<file path="config.mk">
export PLATFORM = sky130hd
export DESIGN_NAME = status_line_framer_classifier
export DESIGN_NICKNAME = d
export VERILOG_FILES = /design/src/sv/sfc_pkg.sv /design/src/sv/status_line_framer_classifier.sv /design/src/sv/sfc_ring.sv /design/src/sv/sfc_classifier.sv
export SDC_FILE = /design/constraint.sdc
export NUM_CORES = 1
export LEC_CHECK = 0
export CORE_UTILIZATION = 24
export DETAILED_ROUTE_END_ITERATION = 7
export DONT_BUFFER_PORTS = 1
export PLACE_DENSITY_LB_ADDON = 0.2
export SLEW_MARGIN = 10
export SYNTH_ARGS = -nofsm -noshare
export SYNTH_HDL_FRONTEND = slang
export SYNTH_SLANG_ARGS = --single-unit
</file>
<file path="constraint.sdc">
create_clock -name clk -period 5.1 [get_ports clk]
set_clock_uncertainty 0.2 [all_clocks]
set_input_delay 0.51 -clock clk [delete_from_list [all_inputs] [get_ports clk]]
set_output_delay 0.51 -clock clk [all_outputs]
set_load 0.005 [all_outputs]
</file>
<file path="src/sv/sfc_pkg.sv">
// Shared types, character codes and lookup functions of the status line framer.
package sfc_pkg;

  typedef enum logic [3:0] {
    KIND_LRR        = 4'd0,
    KIND_REL_EXP    = 4'd1,
    KIND_RFX        = 4'd2,
    KIND_AUI        = 4'd3,
    KIND_KPM        = 4'd4,
    KIND_KPE        = 4'd5,
    KIND_CRC        = 4'd6,
    KIND_VER        = 4'd7,
    KIND_ERR        = 4'd8,
    KIND_OTHER_BANG = 4'd9,
    KIND_KEYPAD_OK  = 4'd10,
    KIND_KEYPAD_BAD = 4'd11,
    KIND_BAD_PREFIX = 4'd12
  } line_kind_t;

  localparam logic [7:0] CHAR_CR        = 8'h0D;
  localparam logic [7:0] CHAR_LF        = 8'h0A;
  localparam logic [7:0] CHAR_BANG      = 8'h21;
  localparam logic [7:0] CHAR_QUOTE     = 8'h22;
  localparam logic [7:0] CHAR_COMMA     = 8'h2C;
  localparam logic [7:0] CHAR_COLON     = 8'h3A;
  localparam logic [7:0] CHAR_BRACKET   = 8'h5B;
  localparam logic [7:0] PRINT_LOW      = 8'd32;
  localparam logic [7:0] PRINT_HIGH     = 8'd126;

  localparam logic [6:0] LEN_MAX        = 7'd127;
  localparam logic [6:0] LEN_PREFIX     = 7'd5;
  localparam logic [6:0] LEN_KEYPAD     = 7'd94;

  // Ring reads made per finished line, and the line offsets they fetch.
  localparam int unsigned NUM_READS     = 7;
  localparam logic [2:0]  LAST_READ     = 3'(NUM_READS - 1);
  localparam logic [2:0]  IDX_FIRST     = 3'd0;
  localparam logic [2:0]  IDX_TAG0      = 3'd1;
  localparam logic [2:0]  IDX_TAG1      = 3'd2;
  localparam logic [2:0]  IDX_TAG2      = 3'd3;
  localparam logic [2:0]  IDX_COLON     = 3'd4;
  localparam logic [2:0]  IDX_COMMA     = 3'd5;
  localparam logic [2:0]  IDX_QUOTE     = 3'd6;

  typedef struct packed {
    logic [31:0] lost;
    logic [6:0]  length;
  } line_info_t;

  typedef struct packed {
    logic [31:0] lost;
    logic [6:0]  length;
    line_kind_t  kind;
  } line_result_t;

  function automatic logic [6:0] read_offset(input logic [2:0] idx);
    logic [6:0] off;
    case (idx)
      IDX_FIRST: off = 7'd0;
      IDX_TAG0:  off = 7'd1;
      IDX_TAG1:  off = 7'd2;
      IDX_TAG2:  off = 7'd3;
      IDX_COLON: off = 7'd4;
      IDX_COMMA: off = 7'd22;
      IDX_QUOTE: off = 7'd93;
      default:   off = 7'd0;
    endcase
    return off;
  endfunction

  function automatic line_kind_t prefix_kind(input logic [23:0] tag);
    line_kind_t k;
    case (tag)
      "LRR":   k = KIND_LRR;
      "REL":   k = KIND_REL_EXP;
      "EXP":   k = KIND_REL_EXP;
      "RFX":   k = KIND_RFX;
      "AUI":   k = KIND_AUI;
      "KPM":   k = KIND_KPM;
      "KPE":   k = KIND_KPE;
      "CRC":   k = KIND_CRC;
      "VER":   k = KIND_VER;
      "ERR":   k = KIND_ERR;
      default: k = KIND_OTHER_BANG;
    endcase
    return k;
  endfunction

endpackage

</file>
<file path="src/sv/status_line_framer_classifier.sv">
// Top level of the status line framer and classifier: framing, ring control and result register.
//
// The s_ group takes one received byte per request; the m_ group gives one result per
// finished line (kind, kept length and running lost-byte total). Printable bytes are
// written to the ring; control bytes while scanning are dropped; a control byte other
// than CR or LF inside a line discards it. CR or LF ends a line and hands it to the
// classifier, which makes seven reads on the ring's single read port.
// Throughput: one byte per cycle. A line end holds the classifier until its result is taken;
// a further line end waits until it is free, as does a byte whose ring write would land
// inside the line still being classified. Other bytes keep flowing meanwhile.
// The result reaches m_tvalid after the classifier's read, drain and done states.
// A stalled receiver holds the result register; the classifier then holds its finished
// result, and the framer keeps taking bytes until the next line end.
// Reset clears the ring positions, the line state, the loss counter and both valid
// flags. Ring contents need no clearing, as only bytes written since ever decide a kind.
module status_line_framer_classifier #(
  parameter int unsigned RING_DEPTH = 128
) (
  input  logic        clk,
  input  logic        rst,
  input  logic        s_tvalid,
  output logic        s_tready,
  input  logic [7:0]  s_tdata,   // [7:0] rx_byte
  output logic        m_tvalid,
  input  logic        m_tready,
  output logic [47:0] m_tdata    // [3:0] line_kind, [10:4] line_length,
                                 // [42:11] lost_byte_total, [47:43] zero
);
  import sfc_pkg::*;

  localparam int unsigned AW = $clog2(RING_DEPTH);
  localparam logic [AW-1:0] POS_LAST = AW'(RING_DEPTH - 1);
  localparam logic [AW:0]   DEPTH_W  = (AW+1)'(RING_DEPTH);

  logic [AW-1:0] write_pos;
  logic [AW-1:0] read_pos;
  logic          in_line;
  logic [31:0]   lost_count;

  logic [AW-1:0] guard_base;
  logic [AW-1:0] guard_len;

  logic          printable;
  logic          is_eol;
  logic          do_write;
  logic          do_end;
  logic          do_discard;
  logic          clash;
  logic          accept;
  logic [AW:0]   line_len_w;
  logic [AW-1:0] line_len;
  logic [AW:0]   guard_off;
  logic [AW-1:0] wp_next;

  logic          cls_ready;
  logic          rd_en;
  logic [AW-1:0] rd_addr;
  logic [7:0]    rd_data;
  logic          res_valid;
  logic          res_ready;
  line_result_t  res;
  line_info_t    req_info;
  line_result_t  out_q;

  assign printable  = (s_tdata >= PRINT_LOW) && (s_tdata <= PRINT_HIGH);
  assign is_eol     = (s_tdata == CHAR_CR) || (s_tdata == CHAR_LF);
  assign do_end     = in_line && is_eol;
  assign do_discard = in_line && !printable && !is_eol;
  assign do_write   = printable;

  // While a line is classified its bytes must survive; a write into that span waits.
  always_comb begin
    if (write_pos >= guard_base) begin
      guard_off = {1'b0, write_pos} - {1'b0, guard_base};
    end else begin
      guard_off = {1'b0, write_pos} + DEPTH_W - {1'b0, guard_base};
    end
    clash = !cls_ready && (guard_off < {1'b0, guard_len});
  end

  always_comb begin
    if (write_pos >= read_pos) begin
      line_len_w = {1'b0, write_pos} - {1'b0, read_pos};
    end else begin
      line_len_w = {1'b0, write_pos} + DEPTH_W - {1'b0, read_pos};
    end
    line_len = line_len_w[AW-1:0];
  end

  assign s_tready = !(do_end && !cls_ready) && !(do_write && clash);
  assign accept   = s_tvalid && s_tready;
  assign wp_next  = (write_pos == POS_LAST) ? '0 : write_pos + AW'(1);

  assign req_info.lost   = lost_count;
  assign req_info.length = (line_len > AW'(LEN_MAX)) ? LEN_MAX : line_len[6:0];

  always_ff @(posedge clk) begin
    if (rst) begin
      write_pos  <= '0;
      read_pos   <= '0;
      in_line    <= 1'b0;
      lost_count <= '0;
    end else if (accept) begin
      if (do_end) begin
        read_pos   <= write_pos;
        in_line    <= 1'b0;
        guard_base <= read_pos;
        guard_len  <= line_len;
      end else if (do_discard) begin
        write_pos <= '0;
        read_pos  <= '0;
        in_line   <= 1'b0;
      end else if (do_write) begin
        in_line   <= 1'b1;
        write_pos <= wp_next;
        // A full ring drops its oldest byte.
        if (wp_next == read_pos) begin
          lost_count <= lost_count + 32'd1;
          read_pos   <= (read_pos == POS_LAST) ? '0 : read_pos + AW'(1);
        end
      end
    end
  end

  sfc_ring #(
    .DEPTH (RING_DEPTH),
    .AW    (AW)
  ) u_ring (
    .clk     (clk),
    .wr_en   (accept && do_write),
    .wr_addr (write_pos),
    .wr_data (s_tdata),
    .rd_en   (rd_en),
    .rd_addr (rd_addr),
    .rd_data (rd_data)
  );

  sfc_classifier #(
    .DEPTH (RING_DEPTH),
    .AW    (AW)
  ) u_classifier (
    .clk       (clk),
    .rst       (rst),
    .req_valid (accept && do_end),
    .req_ready (cls_ready),
    .req_base  (read_pos),
    .req_info  (req_info),
    .rd_en     (rd_en),
    .rd_addr   (rd_addr),
    .rd_data   (rd_data),
    .res_valid (res_valid),
    .res_ready (res_ready),
    .res       (res)
  );

  assign res_ready = !m_tvalid || m_tready;

  always_ff @(posedge clk) begin
    if (rst) begin
      m_tvalid <= 1'b0;
    end else if (res_ready) begin
      m_tvalid <= res_valid;
      if (res_valid) begin
        out_q <= res;
      end
    end
  end

  assign m_tdata = {5'b0, out_q.lost, out_q.length, out_q.kind};

endmodule

</file>
<file path="src/sv/sfc_ring.sv">
// Line ring store: one write port and one registered read port.
module sfc_ring #(
  parameter int unsigned DEPTH = 128,
  parameter int unsigned AW    = 7
) (
  input  logic          clk,
  input  logic          wr_en,
  input  logic [AW-1:0] wr_addr,
  input  logic [7:0]    wr_data,
  input  logic          rd_en,
  input  logic [AW-1:0] rd_addr,
  output logic [7:0]    rd_data
);

  logic [7:0] mem [DEPTH];

  always_ff @(posedge clk) begin
    if (wr_en) begin
      mem[wr_addr] <= wr_data;
    end
  end

  always_ff @(posedge clk) begin
    if (rd_en) begin
      rd_data <= mem[rd_addr];
    end
  end

endmodule

</file>
<file path="src/sv/sfc_classifier.sv">
// Line classifier: fetches the prefix and keypad marker bytes from the ring and decides the kind.
module sfc_classifier #(
  parameter int unsigned DEPTH = 128,
  parameter int unsigned AW    = 7
) (
  input  logic                  clk,
  input  logic                  rst,
  input  logic                  req_valid,
  output logic                  req_ready,
  input  logic [AW-1:0]         req_base,
  input  sfc_pkg::line_info_t   req_info,
  output logic                  rd_en,
  output logic [AW-1:0]         rd_addr,
  input  logic [7:0]            rd_data,
  output logic                  res_valid,
  input  logic                  res_ready,
  output sfc_pkg::line_result_t res
);
  import sfc_pkg::*;

  typedef enum logic [1:0] {
    S_IDLE,
    S_READ,
    S_DRAIN,
    S_DONE
  } state_t;

  localparam logic [AW:0] DEPTH_W = (AW+1)'(DEPTH);

  state_t     state;
  logic [2:0] step;
  logic [2:0] cap_step;
  logic       cap_valid;
  logic [AW-1:0] base;
  line_info_t info;
  logic [7:0] cap_bytes [NUM_READS];
  logic [AW:0] addr_sum;
  line_kind_t kind;

  assign req_ready = (state == S_IDLE);
  assign res_valid = (state == S_DONE);
  assign rd_en     = (state == S_READ);

  // Base and offset are both below the depth, so one subtraction wraps the sum.
  always_comb begin
    addr_sum = {1'b0, base} + (AW+1)'(read_offset(step));
    if (addr_sum >= DEPTH_W) begin
      addr_sum = addr_sum - DEPTH_W;
    end
    rd_addr = addr_sum[AW-1:0];
  end

  always_ff @(posedge clk) begin
    if (rst) begin
      state     <= S_IDLE;
      step      <= 3'd0;
      cap_valid <= 1'b0;
    end else begin
      cap_valid <= rd_en;
      cap_step  <= step;
      case (state)
        S_IDLE: begin
          if (req_valid) begin
            base  <= req_base;
            info  <= req_info;
            step  <= 3'd0;
            state <= S_READ;
          end
        end
        S_READ: begin
          if (step == LAST_READ) begin
            state <= S_DRAIN;
          end else begin
            step <= step + 3'd1;
          end
        end
        S_DRAIN: begin
          state <= S_DONE;
        end
        S_DONE: begin
          if (res_ready) begin
            state <= S_IDLE;
          end
        end
        default: begin
          state <= S_IDLE;
        end
      endcase
    end
  end

  always_ff @(posedge clk) begin
    if (cap_valid) begin
      cap_bytes[cap_step] <= rd_data;
    end
  end

  always_comb begin
    if (cap_bytes[IDX_FIRST] == CHAR_BANG) begin
      if (info.length >= LEN_PREFIX && cap_bytes[IDX_COLON] == CHAR_COLON) begin
        kind = prefix_kind({cap_bytes[IDX_TAG0], cap_bytes[IDX_TAG1], cap_bytes[IDX_TAG2]});
      end else begin
        kind = KIND_OTHER_BANG;
      end
    end else if (cap_bytes[IDX_FIRST] == CHAR_BRACKET) begin
      if (info.length == LEN_KEYPAD && cap_bytes[IDX_QUOTE] == CHAR_QUOTE &&
          cap_bytes[IDX_COMMA] == CHAR_COMMA) begin
        kind = KIND_KEYPAD_OK;
      end else begin
        kind = KIND_KEYPAD_BAD;
      end
    end else begin
      kind = KIND_BAD_PREFIX;
    end
  end

  assign res.kind   = kind;
  assign res.length = info.length;
  assign res.lost   = info.lost;

endmodule
</file>
==> impl_metrics.ini, run 1 <==
[die]
core-area_um2 = 204400
initial_core_util = 0.2413
row_count = 166
fp.dieH_um = 455.3
die_area_um2 = 207300
die_w_um = 455.3
ioPinCount = 62

[setup_path]
worstSetupEndpointType = register
reg2reg_to = u_ring.rd_data[5]
cp-start-kind = register
path_max_fanout = 38
critPathKind = reg -> reg
r2r_setup_slack_ps = 160
cp.required_ps = 5410
critPathArrivalTime_ps = 5250
reg2reg_depth = 12
rr_startpoint = u_classifier.step[0]

[timing]
finalCriticalPeriod_ps = 4940
clock.fmax_mhz = 202.4
tightest_slew_ps = 1130
slew_viol_final = 0
grt_setup_unrepaired = yes
setup_viol = 0
fin_crit_sh = 0.9687
timing.hold.ws_ps = 17.27
hold_viol_final = 0
maxSlewHeadroom = 0.2429

[pwr]
power.total_uw = 21730
power_leakage_uw = 0.01782
cellPowerDensity_nw_per_um2 = 371.9
vdd_drop_max_mv = 0.3311

[cells_and_area]
area_delta_synth_final_pct = 18.50
finish.utilization = 0.2859
num-nets-final = 2689
final_cells = 5440
final_layout_size_suffix_gt1_frac = 0.2524

[global_route]
grt_overflow = 0
groute.usage.overall = 0.1259
antenna_found_initial = 6
grt_pass1_vias = 25410
grt_pass1_wl_um = 186900
grt_max_degree = 129

[run_status]
status = completed

[clock_network]
clockBufferDepth = 3
clock_sinks = 1248
root_buffer = clkbuf_16
cts_tree = yes
htree_levels = 4
numCtsBuffers = 141
clk_transition_reported_paths_ps = 60
clk_latency_ps = 780

[yosys]
yosysSeqAreaShare = 0.7490
synth_edf_count = 1194
syn_avg_cell_area_um2 = 20.05
synth_seq_cells = 1248
synth_flop_cell = edfxtp_1
synth_cell_types = 67
yosysTopAreaCellShare = 0.7271
synthArstFlopShare = 0
synth.most_common_cell = edfxtp_1
synth.cell_area_um2 = 49310
yosysTopAreaCell = edfxtp_1
yosysWarningCount = 0
ys_top_cells_by_area = edfxtp_1, mux4_2, dfxtp_1
synth_top_cells_by_count = edfxtp_1, mux4_2, nor2_1
synthCells = 2460

[route]
final_antenna_net_count = 0
wl_per_cell_um = 23.91
initialDrtViolationCount = 2031
drt_pre_antenna_iters = 5
totalWireLength_um = 130100
drcViolationCount = 0
via_count = 24390
vias_per_cell = 4.483

[flow_run]
timing.max_cap.violations = 0

[place]
gp_congestion = 0.7671
port_buffers = 0
placed_cells = 5168
hpwl_um = 76140

[min_path]
whs_path_depth = 1
hold_end = u_ring.mem[33][6]
hp-class = in -> reg
min_from = s_tdata[6]
logic make-up (layout without fill, tap and decap cells):
kind of cell,after synthesis,in the layout,share of synthesized area
AO/OA/AOI/OAI,178,178,0.02291
XOR/XNOR,28,28,0.004973
adder cells (fa/ha/maj),38,38,0.01010
buffers and inverters,155,437,0.01269
flip-flops,1248,1248,0.7490
multiplexers,359,359,0.1541
other,1,11,0.00007604
AND/OR/NAND/NOR,453,453,0.04620
critical path: stages (launching register included):
cell	delay, ps
dfxtp_1	370
inv_1	100
ha_1	240
nand2_1	170
o21ai_0	180
ha_4	210
fa_4	990
buf_12	300
mux4_2	400
mux4_2	540
mux2i_1	380
a22oi_1	280
and3_1	240
worst max-delay path by stage:
stage                         start                  to  cells after the start
2_1_floorplan                   rst          m_tdata[0]                      3
3_3_place_gp           write_pos[0]  u_ring.mem[106][1]                     17
3_5_place_dp   u_classifier.step[0]   u_ring.rd_data[5]                     12
4_1_cts        u_classifier.step[0]   u_ring.rd_data[3]                     12
5_1_grt                write_pos[0]   u_ring.mem[47][3]                     17
6_report       u_classifier.step[0]   u_ring.rd_data[5]                     12
cell usage in the layout, fill, tap and decap left out, types with 26 or more instances in the layout:
cell and n:
edfxtp_1 1194, clkinv_1 26, inv_1 44, o21ai_0 43, clkbuf_16 145, ha_1 34, mux4_2 320, buf_4 103
dfxtp_1 54, nand2_1 68, nor2_1 164, a21oi_1 55, nand4_1 28, nand3_1 37, mux2i_1 38
registers in the layout, summed over array words and instances, names as in the netlist:
signal                  flops
u_ring.mem               1024
u_classifier.cap_bytes     56
m_tdata                    43
u_classifier.res           39
lost_count                 32
u_ring.rd_data              8
guard_base                  7
guard_len                   7
read_pos                    7
u_classifier.base           7
write_pos                   7
u_classifier.cap_step       3
u_classifier.step           3
u_classifier.state          2
in_line                     1
m_tvalid                    1
u_classifier.cap_valid      1
power breakdown:
group          internal (uW)  total [uW]  switching, uW  leakage, uW
Sequential             11300       11300           48.2       0.0112
Clock                   5740        9940           4200      0.00218
Combinational            146         488            342      0.00442
repair_timing:
action,in CTS,in global routing
setup endpoints to repair,0,100
hold buffers,12,2
hold endpoints to repair,1095,8
gates resized for setup,0,15
buffers inserted,0,2
area by class of cell:
class,instances,area [um2]
fillers,20090,145900
clock inverters,80,767.0
well taps,2688,3363
repair buffers,143,1599
inverters,44,165.2
multi-input cells,1061,11870
clock buffers,170,3722
flip-flops and latches,1248,36940
diodes,6,15.01
per-stage QoR:
stage	TNS, ps	area (um2)	setup WS (ps)
floorplan	0	49330	264.8
global placement	0	53560	65.50
detailed placement	0	53560	137.8
CTS	0	58330	103.9
global route	-30.46	58430	-3.811
finish	0	58440	159.8
per-layer routing:
metal  up-vias  routed length (um)  track usage
met4         4                3067      0.03660
met1     13000               57100       0.1644
met5         -                 304     0.009651
met3       181                7281      0.03228
li1      10550                   -            -
met2       648               62310       0.2041
Power figures use the tool's default switching activity.
==> run 2, diff against run 1 <==
--- a/config.mk
+++ b/config.mk
@@ -7,2 +7,4 @@
 export LEC_CHECK = 0
+export CELL_PAD_IN_SITES_DETAIL_PLACEMENT = 1
+export CELL_PAD_IN_SITES_GLOBAL_PLACEMENT = 2
 export CORE_UTILIZATION = 24
--- a/constraint.sdc
+++ b/constraint.sdc
@@ -4,2 +4,2 @@
 set_output_delay 0.51 -clock clk [all_outputs]
-set_load 0.005 [all_outputs]
+set_load 0.05 [all_outputs]
==> run 2 against run 1 <==
Compared with the run above:
- combinational power rose by 4.7%
- setup slack improved by 16 ps
- final cell count is 1.9% higher
- via count up 0.97%
- clock-buffer cell count increased by 14
- hold slack worse by 6.9 ps
- core utilization rose by 0.38 points
- highest routed layer is now met4
- sequential share of layout area down 0.83 points
- die area stayed put
- maximum frequency is 0.33% higher
- power up 0.79%
==> impl_metrics.ini, run 2 (synthesis results as in run 1) <==
[pwr]
p_switching_uw = 4677
seqPwrFrac = 0.517
switching_share = 0.2135
p_int_uw = 17230
cellPowerDensity_nw_per_um2 = 369.9
vdd_drop_max_mv = 0.3331
power_leakage_uw = 0.01837
power_frac_clock = 0.460
p_comb_frac = 0.023

[place]
placed_cells = 5256
dpl_cell_area_um2 = 54290
port_buffers = 0
pre_cts_ws_ps = -127.8
gp_congestion = 0.7588
hpwl_um = 83860

[setup_path]
cp-start-kind = register
path_max_fanout = 29
critPathArrivalTime_ps = 5260
cpMaxStageDelayCell = fa_4
rr_startpoint = u_classifier.step[0]
slowest_delay_ps = 900
worstSetupEndpointType = register
cp-startpoint = u_classifier.step[0]
worstPathCellList = inv_1, ha_1, nand2_1, o21ai_0, ha_4, fa_4, buf_12, buf_12, mux4_2, mux4_2, mux2i_2, a22oi_1, and3_1
cp.required_ps = 5430
critPathKind = reg -> reg

[cells_and_area]
finish.utilization = 0.2897
final_cells = 5545
final_area_um2 = 59220
largest_reg_flops = 1024
final_common_cell = edfxtp_1
nFillCells = 20880
area_delta_synth_final_pct = 20.08
top_register = u_ring.mem
multiInputGateArea_um2 = 11860
final_layout_size_suffix_gt1_frac = 0.2720
seqCellArea_um2 = 36940
num-nets-final = 2783
most-common-layout-cells = edfxtp_1, mux4_2, buf_4

[route]
drt_pre_antenna_iters = 5
drcViolationCount = 0
vias_per_cell = 4.441
wl_per_cell_um = 25.29
via_count = 24620
final_antenna_net_count = 0
initialDrtViolationCount = 1841
totalWireLength_um = 140200

[clock_network]
numCtsBuffers = 148
root_buffer = clkbuf_16
clk_latency_ps = 780
clockBufferDepth = 3
clock_sinks = 1248
clk_transition_reported_paths_ps = 60
cts_tree = yes
htree_levels = 4

[global_route]
grt_overflow = 0
antenna_found_initial = 12
grt_max_degree = 129
groute.usage.overall = 0.1360
grt_pass1_vias = 26670
grt_pass1_wl_um = 200900

[die]
fp.dieH_um = 455.3
die_area_um2 = 207300
initial_core_util = 0.2413
row_count = 166
die_w_um = 455.3
core-area_um2 = 204400
ioPinCount = 62

[timing]
layout_setup_ws_ps = 176.3
finalCriticalPeriod_ps = 4924
grt_setup_unrepaired = yes
slew_viol_final = 0
clock.fmax_mhz = 203.1
tightest_slew_ps = 1175
maxSlewHeadroom = 0.2105
setup_viol = 0
fin_crit_sh = 0.9654
hold_viol_final = 0

[min_path]
hp-class = in -> reg
min_from = s_tdata[7]

[flow_run]
timing.max_cap.violations = 0

[run_status]
status = completed
## run 2: cell count changes in the layout (fill, tap and decap cells not counted), sizes merged
cell,change
inv,-1
bufinv,-3
buf,+86
diode,+2
clkinvlp,-1
clkbuf,+14
dlygate4sd3,+1
clkinv,+7
## run 2: worst paths after layout
| kind | slack [ps] | end | cells past startpoint |
|---|---|---|---|
| max | 180 | u_ring.rd_data[2] | 13 |
| min | 10 | u_ring.mem[50][7] | 1 |
| max reg2reg | 180 | u_ring.rd_data[2] | 13 |
| min reg2reg | 220 | m_tdata[24] | 0 |
## run 2: cell type report
type | count | area share
multi-input combinational | 1061 | 0.2003
clock buffer | 184 | 0.06626
clock inverter | 82 | 0.01092
timing repair buffer | 230 | 0.03886
sequential | 1248 | 0.6237
tap | 2688 | 0.05680
antenna | 8 | 0.0003381
inverter | 44 | 0.002789
## run 2: metal layers
| layer | share of wire | track usage |
|---|---|---|
| met5 | 0 | 0 |
| met4 | 0.025 | 0.03938 |
| met3 | 0.047 | 0.02888 |
| met2 | 0.48 | 0.2237 |
| met1 | 0.44 | 0.1799 |
## run 2: repair_timing
item / CTS / global route
endpoints found under the setup margin: 2 / 8
hold buffers: 14 / 1
endpoints found under the hold margin: 1109 / 3
setup buffers: 0 / 0
pin swaps: 0 / 1
resized for setup: 2 / 4
## run 2: power groups by stage
stage / clock network (uW) / logic, uW / registers, uW
final: 10100 / 511 / 11300
after global routing: 10800 / 554 / 11300
after CTS: 10400 / 526 / 11300
after detailed placement: 0 / 338 / 11500
after global placement: 0 / 334 / 11500
after floorplan: 0 / 219 / 11500
## run 2: critical path, delay by kind of cell (launching register included)
kind,cells,cell delay (ps)
flops,1,380
compound gates,2,460
buf+inv,3,560
fa+ha+maj,3,1380
mux,3,1230
simple gates,2,400
## run 2: per-stage QoR
| step | total power, uW | hold WS [ps] | setup TNS, ps |
|---|---|---|---|
| 2_1_floorplan | 11710 | 200.3 | 0 |
| 3_3_place_gp | 11860 | 202.6 | -95.56 |
| 3_5_place_dp | 11870 | 208.0 | -127.8 |
| 4_1_cts | 22260 | 7.571 | 0 |
| 5_1_grt | 22630 | 12.47 | -2.188 |
| 6_report | 21910 | 10.39 | 0 |
==> run 3, diff against run 2 <==
CELL_PAD_IN_SITES_DETAIL_PLACEMENT = 0   (was 1)
==> run 3 against run 2 <==
Compared with the run above:
- setup slack worse by 15 ps
- die area unchanged
- routed wire length decreased by 3.1%
- design area about the same
- maximum frequency is 0.31% lower
- largest cell class unchanged
- final cell count down 0.11%
- sequential power hardly changed
- first-iteration DRC count increased by 15%
==> impl_metrics.ini, run 3 (synthesis results as in run 1) <==
[die]
initial_core_util = 0.2413
core-area_um2 = 204400
die_w_um = 455.3
ioPinCount = 62
row_count = 166
die_area_um2 = 207300
fp.dieH_um = 455.3

[pwr]
vdd_drop_max_mv = 0.3146
cellPowerDensity_nw_per_um2 = 369.9
power_leakage_uw = 0.01836
power.total_uw = 21910

[setup_path]
crit_end = u_ring.rd_data[1]
cpMaxStageDelayCell = fa_4
critPathKind = reg -> reg
critPathArrivalTime_ps = 5250
crit_buf_inv = 3
cp-start-kind = register
critical_path.top_delay_family = adder cells
worstPathCellList = inv_1, ha_1, nand2_1, o21ai_0, ha_4, fa_4, buf_12, buf_12, mux4_2, mux4_2, mux2i_2, a22oi_1, and3_1
cp-startpoint = u_classifier.step[0]
rr_startpoint = u_classifier.step[0]
slowest_delay_ps = 900
path_max_fanout = 29
worstSetupEndpointType = register
cp_num_cells = 13
reg2reg_depth = 13
cp.required_ps = 5410
reg2reg_to = u_ring.rd_data[1]
r2r_setup_slack_ps = 160

[place]
hpwl_um = 81510
placed_cells = 5256
gp_congestion = 0.7588
port_buffers = 0

[clock_network]
postCtsSetupBuffers = 0
cts_tree = yes
htree_levels = 4
numCtsBuffers = 145
clk_transition_reported_paths_ps = 60
clockBufferDepth = 3
root_buffer = clkbuf_16
clock_sinks = 1248
clk_latency_ps = 790

[route]
wl_per_cell_um = 24.54
initialDrtViolationCount = 2124
totalWireLength_um = 135900
drcViolationCount = 0
drt_pre_antenna_iters = 6
final_antenna_net_count = 0
via_count = 24630
vias_per_cell = 4.447

[cells_and_area]
final_common_cell = edfxtp_1
top_register = u_ring.mem
multiInputGateArea_um2 = 11870
largest_reg_flops = 1024
area_delta_synth_final_pct = 20.12
num-nets-final = 2778
nFillCells = 20110
final_layout_size_suffix_gt1_frac = 0.2701
seqCellArea_um2 = 36940
final_cells = 5539
most-common-layout-cells = edfxtp_1, mux4_2, buf_4

[timing]
hold_viol_final = 0
finalCriticalPeriod_ps = 4939
tightest_slew_ps = 1082
clock.fmax_mhz = 202.5
setup_viol = 0
grt_setup_unrepaired = no
slew_viol_final = 0
maxSlewHeadroom = 0.2763
fin_crit_sh = 0.9684

[min_path]
hp-class = in -> reg

[global_route]
grt_overflow = 0
grt_pass1_vias = 26080
grt_max_degree = 129
antenna_found_initial = 12
grt_pass1_wl_um = 195200
groute.usage.overall = 0.1323

[flow_run]
timing.max_cap.violations = 0

[run_status]
status = completed
-- run 3: what timing repair did --
item                        CTS  global route
setup endpoints to repair     1             5
gates resized for setup       1             5
hold buffers                 13             0
hold endpoints to repair   1109             0
-- run 3: power breakdown --
group	internal [uW]	switching (uW)	leakage (uW)
logic	149	354	0.00491
registers	11300	55.5	0.0112
clock network	5910	4180	0.00223
total	17300	4590	0.0184
-- run 3: layout make-up --
| cell class | count | area share |
|---|---|---|
| clock inverter | 81 | 0.01234 |
| antenna | 4 | 0.0001690 |
| multi-input combinational | 1061 | 0.2004 |
| sequential | 1248 | 0.6235 |
| clock buffer | 185 | 0.06556 |
| timing repair buffer | 228 | 0.03844 |
| inverter | 44 | 0.002788 |
| tap | 2688 | 0.05678 |
-- run 3: routing by layer --
metal | vias to the layer above | part of all wire | GRT usage
met5 | - | 0 | 0
met4 | 0 | 0.023 | 0.03707
met3 | 172 | 0.054 | 0.02725
met2 | 637 | 0.48 | 0.2156
met1 | 13120 | 0.44 | 0.1777
li1 | 10710 | - | -
-- run 3: worst min-delay path by stage --
stage / start / endpoint / cells past startpoint
floorplan: u_classifier.res[11] / m_tdata[11] / 0
global placement: u_classifier.res[21] / m_tdata[21] / 0
detailed placement: u_classifier.res[29] / m_tdata[29] / 0
CTS: s_tdata[2] / u_ring.mem[50][2] / 1
global route: s_tdata[2] / u_ring.mem[50][2] / 1
finish: s_tdata[2] / u_ring.mem[50][2] / 1
-- run 3: stage by stage --
step | hold slack [ps] | setup slack [ps] | util | TNS [ps] | instance area (um2)
6_report | 17.34 | 161.0 | 0.2898 | 0 | 59240
2_1_floorplan | 200.3 | 264.8 | - | 0 | 49330
3_5_place_dp | 207.0 | -97.32 | 0.2656 | -97.32 | 54290
5_1_grt | 10.64 | 0.1701 | 0.2898 | 0 | 59230
4_1_cts | 3.890 | 16.32 | 0.2896 | 0 | 59200
3_3_place_gp | 202.6 | -95.56 | 0.2656 | -95.56 | 54290
